[config.mk]
export PLATFORM = sky130hd
export DESIGN_NAME = gradient_line_rasterizer_flat
export DESIGN_NICKNAME = d
export VERILOG_FILES = /design/src/hw/rtl/glr_pkg.sv /design/src/hw/rtl/glr_cmd_if.sv /design/src/hw/rtl/glr_pix_if.sv /design/src/hw/rtl/gradient_line_rasterizer.sv /design/src/hw/rtl/glr_pixel.sv /design/src/flat_wrapper.sv
export SDC_FILE = /design/constraint.sdc
export NUM_CORES = 2
export LEC_CHECK = 0
export BUFFER_PORTS_ARGS = -buffer_cell sky130_fd_sc_hd__buf_2
export CAP_MARGIN = 20
export CORE_ASPECT_RATIO = 0.7
export CORE_UTILIZATION = 34
export CTS_BUF_LIST = sky130_fd_sc_hd__clkbuf_2
export CTS_CLUSTER_SIZE = 40
export DETAILED_ROUTE_END_ITERATION = 16
export PLACE_DENSITY_LB_ADDON = 0.3
export SYNTH_ARGS = -nofsm -noshare
export SYNTH_HDL_FRONTEND = slang
export SYNTH_HIERARCHICAL = 1
export SYNTH_SLANG_ARGS = --single-unit
export TNS_END_PERCENT = 1
[constraint.sdc]
create_clock -name clk -period 13.2 [get_ports clk]
set_clock_uncertainty 0.1 [all_clocks]
set_input_delay 2.64 -clock clk [delete_from_list [all_inputs] [get_ports clk]]
set_output_delay 2.64 -clock clk [all_outputs]
set_load 0.01 [all_outputs]
[src/hw/rtl/glr_pkg.sv]
// glr_pkg: shared constants, enums and helpers of the gradient line rasterizer
// no dependencies
package glr_pkg;
	localparam int SCREEN_WIDTH_DEF  = 1920;
	localparam int SCREEN_HEIGHT_DEF = 1080;
	localparam int FRACTION_BITS_DEF = 16;

	localparam int COORD_W    = 16;
	localparam int COLOR_W    = 8;
	localparam int CHANNELS   = 5;
	localparam int DELTA_W    = COORD_W + 1;
	localparam int MAG_W      = 16;
	localparam int SQ_IN_W    = 17;
	localparam int S_W        = 34;
	localparam int ROOT_GUARD = 15;
	localparam int ROOT_W     = 32;
	localparam int RAD_W      = S_W + 2 * ROOT_GUARD;
	localparam int STEP_W     = 17;
	localparam int OFFSET_W   = 27;
	localparam int COLOR_PK_W = 3 * COLOR_W;
	localparam int STRIDE_W   = 16;
	localparam int BPP_W      = 4;
	localparam int CFG_IDX_W  = 1;
	localparam int CFG_DATA_W = 16;

	localparam logic [STRIDE_W-1:0] STRIDE_RESET = 16'd7680;
	localparam logic [BPP_W-1:0]    BPP_RESET    = 4'd4;

	typedef enum logic [CFG_IDX_W-1:0] {
		REG_STRIDE = 1'b0,
		REG_BPP    = 1'b1
	} cfg_reg_t;

	typedef enum logic {
		OP_LOAD = 1'b0,
		OP_TICK = 1'b1
	} op_t;

	typedef enum logic [2:0] {
		ST_IDLE,
		ST_SQX,
		ST_SQY,
		ST_ROOT,
		ST_CMUL,
		ST_CFIX,
		ST_DIV
	} glr_state_t;

	function automatic logic [MAG_W-1:0] mag_of(input logic signed [DELTA_W-1:0] d);
		logic [DELTA_W-1:0] a;
		begin
			a = d[DELTA_W-1] ? DELTA_W'(-d) : DELTA_W'(d);
			return a[MAG_W-1:0];
		end
	endfunction
endpackage

[src/hw/rtl/glr_cmd_if.sv]
// glr_cmd_if: command channel (segment load or pixel tick)
// depends on glr_pkg
interface glr_cmd_if;
	logic                                valid;
	logic                                ready;
	logic                                op;
	logic signed [glr_pkg::COORD_W-1:0]  start_x;
	logic signed [glr_pkg::COORD_W-1:0]  start_y;
	logic        [glr_pkg::COLOR_W-1:0]  start_red;
	logic        [glr_pkg::COLOR_W-1:0]  start_green;
	logic        [glr_pkg::COLOR_W-1:0]  start_blue;
	logic signed [glr_pkg::COORD_W-1:0]  end_x;
	logic signed [glr_pkg::COORD_W-1:0]  end_y;
	logic        [glr_pkg::COLOR_W-1:0]  end_red;
	logic        [glr_pkg::COLOR_W-1:0]  end_green;
	logic        [glr_pkg::COLOR_W-1:0]  end_blue;

	modport source (output valid, op, start_x, start_y, start_red, start_green, start_blue,
		end_x, end_y, end_red, end_green, end_blue, input ready);
	modport sink (input valid, op, start_x, start_y, start_red, start_green, start_blue,
		end_x, end_y, end_red, end_green, end_blue, output ready);
endinterface

[src/hw/rtl/glr_pix_if.sv]
// glr_pix_if: pixel result channel
// depends on glr_pkg
interface glr_pix_if;
	logic                                   valid;
	logic                                   ready;
	logic signed [glr_pkg::COORD_W-1:0]     pixel_x;
	logic signed [glr_pkg::COORD_W-1:0]     pixel_y;
	logic                                   in_bounds;
	logic        [glr_pkg::OFFSET_W-1:0]    byte_offset;
	logic        [glr_pkg::COLOR_PK_W-1:0]  pixel_color;
	logic                                   last;

	modport source (output valid, pixel_x, pixel_y, in_bounds, byte_offset, pixel_color, last,
		input ready);
	modport sink (input valid, pixel_x, pixel_y, in_bounds, byte_offset, pixel_color, last,
		output ready);
endinterface

[src/hw/rtl/gradient_line_rasterizer.sv]
// gradient_line_rasterizer: segment walker with per-channel fixed-point gradient
// load: computes the step count and per-channel increments using one shared
//   17x17 multiplier, a 2-bit-per-cycle root loop and a 1-bit-per-cycle divider; not ready meanwhile
// tick: one per cycle unless the output is stalled, pixel registered, visible the cycle after acceptance
// reset (arst_n low): no segment loaded, stride 7680, 4 bytes per pixel, output empty
module gradient_line_rasterizer #(
	parameter int SCREEN_WIDTH  = glr_pkg::SCREEN_WIDTH_DEF,
	parameter int SCREEN_HEIGHT = glr_pkg::SCREEN_HEIGHT_DEF,
	parameter int FRACTION_BITS = glr_pkg::FRACTION_BITS_DEF
) (
	input  logic                              clk,
	input  logic                              arst_n,
	input  logic                              wr_en,
	input  logic [glr_pkg::CFG_IDX_W-1:0]     wr_index,
	input  logic [glr_pkg::CFG_DATA_W-1:0]    wr_data,
	glr_cmd_if.sink                           cmd,
	glr_pix_if.source                         pixel
);
	import glr_pkg::*;

	localparam int NUM_W  = MAG_W + FRACTION_BITS + ROOT_GUARD;
	localparam int INC_W  = FRACTION_BITS + 10;
	localparam int ACC_W  = FRACTION_BITS + 20;
	localparam int CNT_W  = $clog2(NUM_W);
	localparam int CH_W   = $clog2(CHANNELS);
	localparam int REM_W  = ROOT_W + 1;

	glr_state_t state_q, state_nx;

	logic [CNT_W-1:0]               cnt_q;
	logic [CH_W-1:0]                ch_q;
	logic [S_W-1:0]                 sq_q, s_q, sum_s;
	logic [RAD_W-1:0]               rad_q;
	logic [REM_W-1:0]               rem_q;
	logic [ROOT_W-1:0]              root_q, drem_q, drem_nx;
	logic [NUM_W-1:0]               num_q, num_nx;
	logic [CHANNELS-1:0][COORD_W-1:0] org_q;
	logic signed [DELTA_W-1:0]      delta_q [CHANNELS];
	logic [INC_W-1:0]               inc_q [CHANNELS];
	logic [CHANNELS-1:0][ACC_W-1:0] acc_q;
	logic                           active_q;
	logic [STEP_W-1:0]              idx_q, total_q, idx_inc;
	logic [STRIDE_W-1:0]            stride_q;
	logic [BPP_W-1:0]               bpp_q;

	logic                           out_valid_q;
	logic signed [COORD_W-1:0]      out_x_q, out_y_q;
	logic                           out_in_q, out_last_q;
	logic [OFFSET_W-1:0]            out_off_q;
	logic [COLOR_PK_W-1:0]          out_color_q;

	logic [SQ_IN_W-1:0]             mul_a, isq;
	logic [2*SQ_IN_W-1:0]           prod;
	logic [REM_W+1:0]               r_rt, trial;
	logic [REM_W-1:0]               r_dv;
	logic                           ge;
	logic [INC_W-1:0]               q_mag, inc_val;
	logic                           cmd_acc, load_fire, tick_fire;

	logic signed [COORD_W-1:0]      p_x, p_y;
	logic                           p_in;
	logic [OFFSET_W-1:0]            p_off;
	logic [COLOR_PK_W-1:0]          p_color;

	glr_pixel #(
		.SCREEN_WIDTH  (SCREEN_WIDTH),
		.SCREEN_HEIGHT (SCREEN_HEIGHT),
		.FRACTION_BITS (FRACTION_BITS)
	) u_pixel (
		.org       (org_q),
		.acc       (acc_q),
		.stride    (stride_q),
		.bpp       (bpp_q),
		.px        (p_x),
		.py        (p_y),
		.on_screen (p_in),
		.offset    (p_off),
		.color     (p_color)
	);

	// shared datapath
	always_comb begin
		isq     = root_q[ROOT_W-1:ROOT_GUARD];
		prod    = mul_a * mul_a;
		sum_s   = sq_q + S_W'(prod);
		r_rt    = {rem_q, rad_q[RAD_W-1 -: 2]};
		trial   = {1'b0, root_q, 2'b01};
		r_dv    = {drem_q, num_q[NUM_W-1]};
		ge      = r_dv >= {1'b0, root_q};
		drem_nx = ge ? ROOT_W'(r_dv - {1'b0, root_q}) : r_dv[ROOT_W-1:0];
		num_nx  = {num_q[NUM_W-2:0], ge};
		q_mag   = num_nx[INC_W-1:0];
		inc_val = delta_q[0][DELTA_W-1] ? INC_W'(-q_mag) : q_mag;
		idx_inc = idx_q + 1'b1;
	end

	// next state
	always_comb begin
		state_nx = state_q;
		case (state_q)
			ST_IDLE: if (load_fire) state_nx = ST_SQX;
			ST_SQX:  state_nx = ST_SQY;
			ST_SQY:  state_nx = (sum_s == '0) ? ST_IDLE : ST_ROOT;
			ST_ROOT: if (cnt_q == '0) state_nx = ST_CMUL;
			ST_CMUL: state_nx = ST_CFIX;
			ST_CFIX: state_nx = ST_DIV;
			ST_DIV:  if (cnt_q == '0 && ch_q == CH_W'(CHANNELS - 1)) state_nx = ST_IDLE;
			default: state_nx = ST_IDLE;
		endcase
	end

	// sequencer outputs
	always_comb begin
		case (state_q)
			ST_SQX:  mul_a = SQ_IN_W'(mag_of(delta_q[0]));
			ST_SQY:  mul_a = SQ_IN_W'(mag_of(delta_q[1]));
			default: mul_a = isq;
		endcase
		cmd.ready = (state_q == ST_IDLE) && (!out_valid_q || pixel.ready);
		cmd_acc   = cmd.valid && cmd.ready;
		load_fire = cmd_acc && (op_t'(cmd.op) == OP_LOAD);
		tick_fire = cmd_acc && (op_t'(cmd.op) == OP_TICK) && active_q;
	end

	always_ff @(posedge clk or negedge arst_n) begin
		if (!arst_n) begin
			state_q     <= ST_IDLE;
			active_q    <= 1'b0;
			idx_q       <= '0;
			total_q     <= '0;
			out_valid_q <= 1'b0;
			stride_q    <= STRIDE_RESET;
			bpp_q       <= BPP_RESET;
			cnt_q       <= '0;
			ch_q        <= '0;
		end else begin
			state_q <= state_nx;
			if (wr_en) begin
				case (cfg_reg_t'(wr_index))
					REG_STRIDE: stride_q <= wr_data[STRIDE_W-1:0];
					REG_BPP:    bpp_q    <= wr_data[BPP_W-1:0];
					default:    ;
				endcase
			end
			if (load_fire) begin
				active_q <= 1'b0;
				idx_q    <= '0;
			end
			if (tick_fire) begin
				idx_q <= idx_inc;
				if (idx_inc >= total_q)
					active_q <= 1'b0;
			end
			if (tick_fire)
				out_valid_q <= 1'b1;
			else if (pixel.ready)
				out_valid_q <= 1'b0;
			case (state_q)
				ST_SQY:  cnt_q <= CNT_W'(ROOT_W - 1);
				ST_ROOT: cnt_q <= cnt_q - 1'b1;
				ST_CFIX: begin
					total_q <= isq + STEP_W'(sq_q < s_q);
					cnt_q   <= CNT_W'(NUM_W - 1);
					ch_q    <= '0;
				end
				ST_DIV: begin
					if (cnt_q == '0) begin
						cnt_q <= CNT_W'(NUM_W - 1);
						ch_q  <= ch_q + 1'b1;
						if (ch_q == CH_W'(CHANNELS - 1))
							active_q <= 1'b1;
					end else begin
						cnt_q <= cnt_q - 1'b1;
					end
				end
				default: ;
			endcase
		end
	end

	always_ff @(posedge clk) begin
		if (load_fire) begin
			org_q[0]   <= cmd.start_x;
			org_q[1]   <= cmd.start_y;
			org_q[2]   <= COORD_W'(cmd.start_red);
			org_q[3]   <= COORD_W'(cmd.start_green);
			org_q[4]   <= COORD_W'(cmd.start_blue);
			delta_q[0] <= {cmd.end_x[COORD_W-1], cmd.end_x} - {cmd.start_x[COORD_W-1], cmd.start_x};
			delta_q[1] <= {cmd.end_y[COORD_W-1], cmd.end_y} - {cmd.start_y[COORD_W-1], cmd.start_y};
			delta_q[2] <= DELTA_W'(cmd.end_red)   - DELTA_W'(cmd.start_red);
			delta_q[3] <= DELTA_W'(cmd.end_green) - DELTA_W'(cmd.start_green);
			delta_q[4] <= DELTA_W'(cmd.end_blue)  - DELTA_W'(cmd.start_blue);
			acc_q      <= '0;
		end
		if (tick_fire) begin
			for (int k = 0; k < CHANNELS; k++)
				acc_q[k] <= acc_q[k] + {{(ACC_W-INC_W){inc_q[k][INC_W-1]}}, inc_q[k]};
			out_x_q     <= p_x;
			out_y_q     <= p_y;
			out_in_q    <= p_in;
			out_off_q   <= p_off;
			out_color_q <= p_color;
			out_last_q  <= (idx_inc == total_q);
		end
		case (state_q)
			ST_SQX: sq_q <= S_W'(prod);
			ST_SQY: begin
				s_q    <= sum_s;
				rad_q  <= {sum_s, {(2*ROOT_GUARD){1'b0}}};
				rem_q  <= '0;
				root_q <= '0;
			end
			ST_ROOT: begin
				rad_q <= {rad_q[RAD_W-3:0], 2'b00};
				if (r_rt >= trial) begin
					rem_q  <= REM_W'(r_rt - trial);
					root_q <= {root_q[ROOT_W-2:0], 1'b1};
				end else begin
					rem_q  <= r_rt[REM_W-1:0];
					root_q <= {root_q[ROOT_W-2:0], 1'b0};
				end
			end
			ST_CMUL: sq_q <= S_W'(prod);
			ST_CFIX: begin
				num_q  <= {mag_of(delta_q[0]), {(NUM_W-MAG_W){1'b0}}};
				drem_q <= '0;
			end
			ST_DIV: begin
				if (cnt_q == '0) begin
					inc_q[ch_q] <= inc_val;
					for (int k = 0; k < CHANNELS - 1; k++)
						delta_q[k] <= delta_q[k+1];
					num_q  <= {mag_of(delta_q[1]), {(NUM_W-MAG_W){1'b0}}};
					drem_q <= '0;
				end else begin
					num_q  <= num_nx;
					drem_q <= drem_nx;
				end
			end
			default: ;
		endcase
	end

	assign pixel.valid       = out_valid_q;
	assign pixel.pixel_x     = out_x_q;
	assign pixel.pixel_y     = out_y_q;
	assign pixel.in_bounds   = out_in_q;
	assign pixel.byte_offset = out_off_q;
	assign pixel.pixel_color = out_color_q;
	assign pixel.last        = out_last_q;
endmodule

[src/hw/rtl/glr_pixel.sv]
// glr_pixel: per-tick pixel values from origins and accumulators, clip test, byte offset
// depends on glr_pkg
module glr_pixel #(
	parameter int SCREEN_WIDTH  = glr_pkg::SCREEN_WIDTH_DEF,
	parameter int SCREEN_HEIGHT = glr_pkg::SCREEN_HEIGHT_DEF,
	parameter int FRACTION_BITS = glr_pkg::FRACTION_BITS_DEF
) (
	input  logic [glr_pkg::CHANNELS-1:0][glr_pkg::COORD_W-1:0]   org,
	input  logic [glr_pkg::CHANNELS-1:0][FRACTION_BITS+19:0]     acc,
	input  logic [glr_pkg::STRIDE_W-1:0]                         stride,
	input  logic [glr_pkg::BPP_W-1:0]                            bpp,
	output logic signed [glr_pkg::COORD_W-1:0]                   px,
	output logic signed [glr_pkg::COORD_W-1:0]                   py,
	output logic                                                 on_screen,
	output logic [glr_pkg::OFFSET_W-1:0]                         offset,
	output logic [glr_pkg::COLOR_PK_W-1:0]                       color
);
	import glr_pkg::*;

	localparam int ACC_W = FRACTION_BITS + 20;
	localparam int VAL_W = ACC_W - FRACTION_BITS;
	localparam int XW    = $clog2(SCREEN_WIDTH + 1);
	localparam int YW    = $clog2(SCREEN_HEIGHT + 1);

	logic [CHANNELS-1:0][VAL_W-1:0] v;
	logic [ACC_W-1:0]               a;
	logic [VAL_W-1:0]               t;
	logic [YW+STRIDE_W-1:0]         prod_y;
	logic [XW+BPP_W-1:0]            prod_x;

	always_comb begin
		for (int k = 0; k < CHANNELS; k++) begin
			a = acc[k][ACC_W-1] ? ACC_W'(-acc[k]) : acc[k];
			t = a[ACC_W-1:FRACTION_BITS];
			if (acc[k][ACC_W-1])
				t = VAL_W'(-t);
			v[k] = VAL_W'({{(VAL_W-COORD_W){org[k][COORD_W-1]}}, org[k]}) + t;
		end
		on_screen = !v[0][VAL_W-1] && (v[0] < VAL_W'(SCREEN_WIDTH)) &&
			!v[1][VAL_W-1] && (v[1] < VAL_W'(SCREEN_HEIGHT));
		prod_y = v[1][YW-1:0] * stride;
		prod_x = v[0][XW-1:0] * bpp;
		offset = on_screen ? (OFFSET_W'(prod_y) + OFFSET_W'(prod_x)) : '0;
		px     = v[0][COORD_W-1:0];
		py     = v[1][COORD_W-1:0];
		color  = {v[2][COLOR_W-1:0], v[3][COLOR_W-1:0], v[4][COLOR_W-1:0]};
	end
endmodule

[src/flat_wrapper.sv]
// flat-port wrapper written by rule: the top's interface ports become plain ports
module gradient_line_rasterizer_flat import glr_pkg::*;
#(
	parameter int SCREEN_WIDTH  = glr_pkg::SCREEN_WIDTH_DEF,
	parameter int SCREEN_HEIGHT = glr_pkg::SCREEN_HEIGHT_DEF,
	parameter int FRACTION_BITS = glr_pkg::FRACTION_BITS_DEF
)
  (clk, arst_n, wr_en, wr_index, wr_data, cmd_valid, cmd_op, cmd_start_x, cmd_start_y, cmd_start_red, cmd_start_green, cmd_start_blue, cmd_end_x, cmd_end_y, cmd_end_red, cmd_end_green, cmd_end_blue, cmd_ready, pixel_valid, pixel_pixel_x, pixel_pixel_y, pixel_in_bounds, pixel_byte_offset, pixel_pixel_color, pixel_last, pixel_ready);
  glr_cmd_if cmd_i ();
  glr_pix_if pixel_i ();
  input  logic clk;
  input  logic arst_n;
  input  logic wr_en;
  input  logic [glr_pkg::CFG_IDX_W-1:0] wr_index;
  input  logic [glr_pkg::CFG_DATA_W-1:0] wr_data;
  input wire logic [$bits(cmd_i.valid)-1:0] cmd_valid;
  input wire logic [$bits(cmd_i.op)-1:0] cmd_op;
  input wire logic [$bits(cmd_i.start_x)-1:0] cmd_start_x;
  input wire logic [$bits(cmd_i.start_y)-1:0] cmd_start_y;
  input wire logic [$bits(cmd_i.start_red)-1:0] cmd_start_red;
  input wire logic [$bits(cmd_i.start_green)-1:0] cmd_start_green;
  input wire logic [$bits(cmd_i.start_blue)-1:0] cmd_start_blue;
  input wire logic [$bits(cmd_i.end_x)-1:0] cmd_end_x;
  input wire logic [$bits(cmd_i.end_y)-1:0] cmd_end_y;
  input wire logic [$bits(cmd_i.end_red)-1:0] cmd_end_red;
  input wire logic [$bits(cmd_i.end_green)-1:0] cmd_end_green;
  input wire logic [$bits(cmd_i.end_blue)-1:0] cmd_end_blue;
  output wire logic [$bits(cmd_i.ready)-1:0] cmd_ready;
  output wire logic [$bits(pixel_i.valid)-1:0] pixel_valid;
  output wire logic [$bits(pixel_i.pixel_x)-1:0] pixel_pixel_x;
  output wire logic [$bits(pixel_i.pixel_y)-1:0] pixel_pixel_y;
  output wire logic [$bits(pixel_i.in_bounds)-1:0] pixel_in_bounds;
  output wire logic [$bits(pixel_i.byte_offset)-1:0] pixel_byte_offset;
  output wire logic [$bits(pixel_i.pixel_color)-1:0] pixel_pixel_color;
  output wire logic [$bits(pixel_i.last)-1:0] pixel_last;
  input wire logic [$bits(pixel_i.ready)-1:0] pixel_ready;
  assign cmd_i.valid = cmd_valid;
  assign cmd_i.op = cmd_op;
  assign cmd_i.start_x = cmd_start_x;
  assign cmd_i.start_y = cmd_start_y;
  assign cmd_i.start_red = cmd_start_red;
  assign cmd_i.start_green = cmd_start_green;
  assign cmd_i.start_blue = cmd_start_blue;
  assign cmd_i.end_x = cmd_end_x;
  assign cmd_i.end_y = cmd_end_y;
  assign cmd_i.end_red = cmd_end_red;
  assign cmd_i.end_green = cmd_end_green;
  assign cmd_i.end_blue = cmd_end_blue;
  assign cmd_ready = cmd_i.ready;
  assign pixel_valid = pixel_i.valid;
  assign pixel_pixel_x = pixel_i.pixel_x;
  assign pixel_pixel_y = pixel_i.pixel_y;
  assign pixel_in_bounds = pixel_i.in_bounds;
  assign pixel_byte_offset = pixel_i.byte_offset;
  assign pixel_pixel_color = pixel_i.pixel_color;
  assign pixel_last = pixel_i.last;
  assign pixel_i.ready = pixel_ready;
  gradient_line_rasterizer #(.SCREEN_WIDTH(SCREEN_WIDTH), .SCREEN_HEIGHT(SCREEN_HEIGHT), .FRACTION_BITS(FRACTION_BITS)) u_core (.clk(clk), .arst_n(arst_n), .wr_en(wr_en), .wr_index(wr_index), .wr_data(wr_data), .cmd(cmd_i), .pixel(pixel_i));
endmodule
Yosys cells after proc, flatten, opt, wreduce, memory -nomap -nowiden:

Memory sizes are Yosys's and may differ from the RTL's.
Index checks and enable logic that the tools add are counted.

* flip-flop bits (word level): 665
* latch bits: 0
* RAM bits: 215
* ROM bits: 0
* input bits: 135
* output and inout port bits: 87
* memories kept: 2

* $add $sub $neg: 36
* multipliers: 3
* divide/modulo/power cells: 0
* order comparisons: 6
* equality and inequality tests: 12
* shift-type cells: 0
* muxes and demuxes: 54
* bitwise operators: 6
* reduce and logical (&&, ||, !) cells: 26

Memory list
* u_core.inc_q: words 5, width 26, rd ports 5, clocked after Yosys merged registers in 0, wr ports 1, RTL line gradient_line_rasterizer.sv:39 `logic [INC_W-1:0] inc_q [CHANNELS];`
* u_core.delta_q: words 5, width 17, rd ports 5, clocked after Yosys merged registers in 0, wr ports 5, RTL line gradient_line_rasterizer.sv:38 `logic signed [DELTA_W-1:0] delta_q [CHANNELS];`

Operator list (number)
* two-way mux 180 bit: 2
* adder 36 bit: 5
* one-hot mux 32 bit (2 select lines): 2
* one-hot mux 64 bit (2 select lines): 1
* two-way mux 17 bit: 6
* one-hot mux 47 bit (2 select lines): 1
* two-way mux 24 bit: 3
* two-way mux 36 bit: 2
* negation 24 bit: 3
* negation 36 bit: 2
* one-hot mux 33 bit (2 select lines): 1
* two-way mux 32 bit: 2
* two-way mux 47 bit: 1
* adder 20 bit: 2
* less-than comparator 20 x 11 -> 1 bit (second input constant): 2
* two-way mux 20 bit: 2
* negation 20 bit: 2
* greater-or-equal comparator 35 x 34 -> 1 bit: 1
* adder 34 bit: 1
* zero test 34 bit: 1
* less-than comparator 34 bit: 1
* multiplier 17 x 17 -> 34 bit: 1
* one-hot mux 17 bit (2 select lines): 1
* subtractor 16 x 16 -> 17 bit: 2
* other kinds (44): 96

Longest topological paths before layout:

* depth after elaboration: 11
* gate-level depth with buffers: 44

Modules after synthesis:

The synthesis kept the hierarchy.

By module, submodules not included
* gradient_line_rasterizer: times used 1, cells each 5175, area an instance 54875.1 um^2
* glr_pixel: times used 1, cells each 1588, area an instance 12614.6 um^2

Worst setup path before layout:

No wires, ideal clock.

* path kind: input to register
* start: input port pixel_ready
* end: register u_core/acc_q[0] in the netlist's numbering, enable pin
* arrival: 10.468 ns
* path slack: 2.101 ns
* stages on the path: 7
* cell sequence: nor2b_1 -> nor4_1 -> nand2_1 -> nor2_1 -> nor2_1 -> clkbuf_1 -> inv_1

RTL lines
* from (decl): RTL line flat_wrapper.sv:36 `input wire logic [$bits(pixel_i.ready)-1:0] pixel_ready;`
* logical OR 1 bit: RTL line gradient_line_rasterizer.sv:119 `cmd.ready = (state_q == ST_IDLE) && (!out_valid_q || pixel.ready);`
* logical AND 1 bit: RTL line gradient_line_rasterizer.sv:119
* named net cmd_ready: RTL line flat_wrapper.sv:28 `output wire logic [$bits(cmd_i.ready)-1:0] cmd_ready;`
* logical AND 1 bit: RTL line gradient_line_rasterizer.sv:120 `cmd_acc = cmd.valid && cmd.ready;`
* logical AND 1 bit: RTL line gradient_line_rasterizer.sv:121 `load_fire = cmd_acc && (op_t'(cmd.op) == OP_LOAD);`
* named net u_core.load_fire: RTL line gradient_line_rasterizer.sv:58 `logic cmd_acc, load_fire, tick_fire;`
* nonzero test 2 bit (no source line)
* to (signal, indexed assignment): RTL line gradient_line_rasterizer.sv:197 `acc_q[k] <= acc_q[k] + {{(ACC_W-INC_W){inc_q[k][INC_W-1]}}, inc_q[k]};`
* to (decl): RTL line gradient_line_rasterizer.sv:40 `logic [CHANNELS-1:0][ACC_W-1:0] acc_q;`

The timed path passes the listed nets, and every way through them passes these cells.
A chain may end at the register's enable or synchronous reset.

==> reports/qor.yml <==
critical_path:
  r2r_end: "u_core/state_q[0]$_DFFE_PN0P_"
  reg2regPathDepth: 39
  cp-startpoint: "u_core/delta_q[0][20]$_DFFE_PP_"
  cp.depth: 39
  rrSetupSlack_ns: 1.04
  cp-end-kind: "flip-flop"
  timing.rr.start: "u_core/delta_q[0][20]$_DFFE_PP_"
  cpPeakStageDelay_ns: 0.87
  critical_path_required_ns: 14.43
  crit_path_frequent_cell: "fa_1"
  crit_slowest_cell: "o221ai_1"
  crit_family: "adder cells"
  critPathLaunchType: "flip-flop"
  crit_path_max_fanout: 12
  crit_type: "reg2reg"
  crit_buf_inv: 5
  crit_end: "u_core/state_q[0]$_DFFE_PN0P_"
  arrival_ns: 13.40
global_routing:
  use_met2: 0.260
  grt_use_met3: 0.0396
  grt_max_degree: 133
  grt_pass1_vias: 49300
  grt_pass1_wl_mm: 297
  busiest_layer: "met1"
  grt_antenna_before_repair: 29
  met1_usage: 0.299
  grt_overflow: 0
  grt_util_all_layers: 0.192
outcome:
  status: "complete, no violations"
clocking:
  postCtsResizedCells: 0
  tritoncts: "built"
  cts_hold_buf: 0
  clock-sinks: 825
  cts_inserted_buffers: 224
  cts_setup_buffers: 0
  cts_buffer_depth: 4
  clkSlewWorstSetupHoldPaths_ns: 0.12
  cts-root-buf: "clkbuf_2"
  insertion_delay_ns: 1.55
  htree_num_levels: 4
detailed_routing:
  drt_iter0_markers: 4485
  post-route-drc-count: 0
  via_per_inst: 5.19
  wl_per_cell_um: 19.8
  drt_first_pass_iters: 8
  drtAntennaViolNets: 0
  routed_wl_mm: 196
  vias: 51500
power_and_ir_drop:
  pwr-share-clk: 0.234
  p_sw_uw: 3180
  ir_drop_uv: 341
  comb_power_share: 0.410
  leakage_uw: 0.0331
  seqPwrFrac: 0.356
  internal-power_uw: 4890
  power_density_nw_per_um2: 109
  swShare: 0.394
floorplan:
  boundaryPins: 222
  die_x_um: 535
  std_cell_rows: 136
  dieArea_um2: 200000
  coreArea_um2: 197000
  dieHeight_um: 375
  start_util: 0.343
sta:
  final-hold-violation-count: 0
  worst_slack_ns: 1.04
  rsz0062_at_grt: "no"
  finalCritPeriodShare: 0.922
  drv_slew: 0
  finalSetupTns_ns: 0
  min_period_ns: 12.16
  worst_slew_pin_slew_ns: 1.21
  relSlewSlack: 0.186
  fmax_mhz: 82.2
  timing.final.setup_violations: 0
layout:
  nNetsFinal: 8273
  layout-drive-gt1-share: 0.107
  area_growth_pct: 9.60
synthesis:
  synth.cell_area_um2: 67500
  ys.warnings.count: 6
  post_synth_inst_count: 6762
  synth_nets: 7929
  avgSynthCellArea_um2: 9.98
place:
  io_buffers: 221
  dp_slack_ns: 1.18
  finalWeightedCongestion: 0.918
  hpwl_mm: 149
flow_run:
  drv_cap: 0
worst_hold_path:
  hold_path_class: "reg2reg"
layout make-up:
type,count,area [um^2]
clock inverters,74,338
fillers,19700,123000
well taps,2622,3280
diodes,13,32.5
multi-input cells,4962,39600
clock buffers,322,1610
repair buffers,286,1650
flip-flops and latches,825,24400
inverters,807,3040
how the worst min path moves through the flow:
stage	from	endpoint	depth (start not counted)
2_1_floorplan	u_core/total_q[10]$_DFFE_PN0P_	u_core/total_q[10]$_DFFE_PN0P_	2
3_3_place_gp	u_core/total_q[5]$_DFFE_PN0P_	u_core/total_q[5]$_DFFE_PN0P_	2
3_5_place_dp	u_core/active_q$_DFF_PN0_	u_core/active_q$_DFF_PN0_	2
4_1_cts	u_core/active_q$_DFF_PN0_	u_core/active_q$_DFF_PN0_	2
5_1_grt	u_core/active_q$_DFF_PN0_	u_core/active_q$_DFF_PN0_	2
6_report	u_core/active_q$_DFF_PN0_	u_core/active_q$_DFF_PN0_	2
power by group through the flow:
stage / registers (uW) / clock network (uW) / logic, uW
6_report: 2870 / 1890 / 3310
5_1_grt: 2880 / 2090 / 3720
4_1_cts: 2870 / 1970 / 3310
3_5_place_dp: 2930 / 0 / 3280
3_3_place_gp: 2930 / 0 / 3240
2_1_floorplan: 2900 / 0 / 2520
worst register-to-register path: cells and delay by family, from the launching register on:
family                     cells  cell delay [ns]
AOI/OAI and AO/OA             13             3.64
DFF                            1             0.46
buffers and inverters          5             0.79
and+or+nand+nor               10             2.72
adders and majority gates      8             3.76
xor gates and xnor gates       3             0.60
placed cells by master, fill, tap and decap left out, types with 53 or more instances in the layout:
| cell type | n |
|---|---|
| a211oi_1 | 60 |
| a21oi_1 | 377 |
| xnor2_1 | 280 |
| nor3_1 | 111 |
| nand3_1 | 105 |
| clkbuf_2 | 322 |
| nor2b_1 | 72 |
| and2_1 | 150 |
| nand2_1 | 550 |
| clkinv_1 | 61 |
| edfxtp_1 | 757 |
| buf_4 | 63 |
| a21o_1 | 195 |
| o21a_1 | 65 |
| and3_1 | 53 |
| fa_1 | 377 |
| nor2_1 | 600 |
| xor2_1 | 209 |
| inv_1 | 796 |
| ha_1 | 655 |
| nand2b_1 | 80 |
| o21ai_0 | 281 |
| buf_2 | 220 |
| dfrtp_1 | 63 |
metal layers:
metal,part of all wire,vias to the layer above,wire length [um]
li1,-,24400,-
met2,0.39,1880,76800
met1,0.50,24900,97700
met5,0.00037,-,72
met3,0.085,265,16600
met4,0.026,12,5200
metrics by stage:
stage               total power, uW   util  hold WS, ns  instances  area (um^2)
floorplan                      5410      -        0.350       6762        67500
CTS                            8160  0.376        0.397       9895        73900
global placement               6180  0.366        0.367       9498        71900
detailed placement             6210  0.366        0.371       9499        71900
global route                   8690  0.376        0.433       9904        73900
finish                         8070  0.376        0.392       9911        74000
sequential cells by signal, summed over array words and instances (netlist names), 24 cells and up:
register	count
u_core/sq_q	33
u_core/num_q	47
u_core/inc_q	130
u_core/delta_q	61
u_core/root_q	32
u_core/pixel.byte_offset	27
u_core/rem_q	33
u_core/drem_q	32
u_core/org_q	56
u_core/rad_q	34
u_core/pixel.pixel_color	24
u_core/acc_q	180
u_core/s_q	34
No activity file was read; power rests on OpenSTA's default activity.
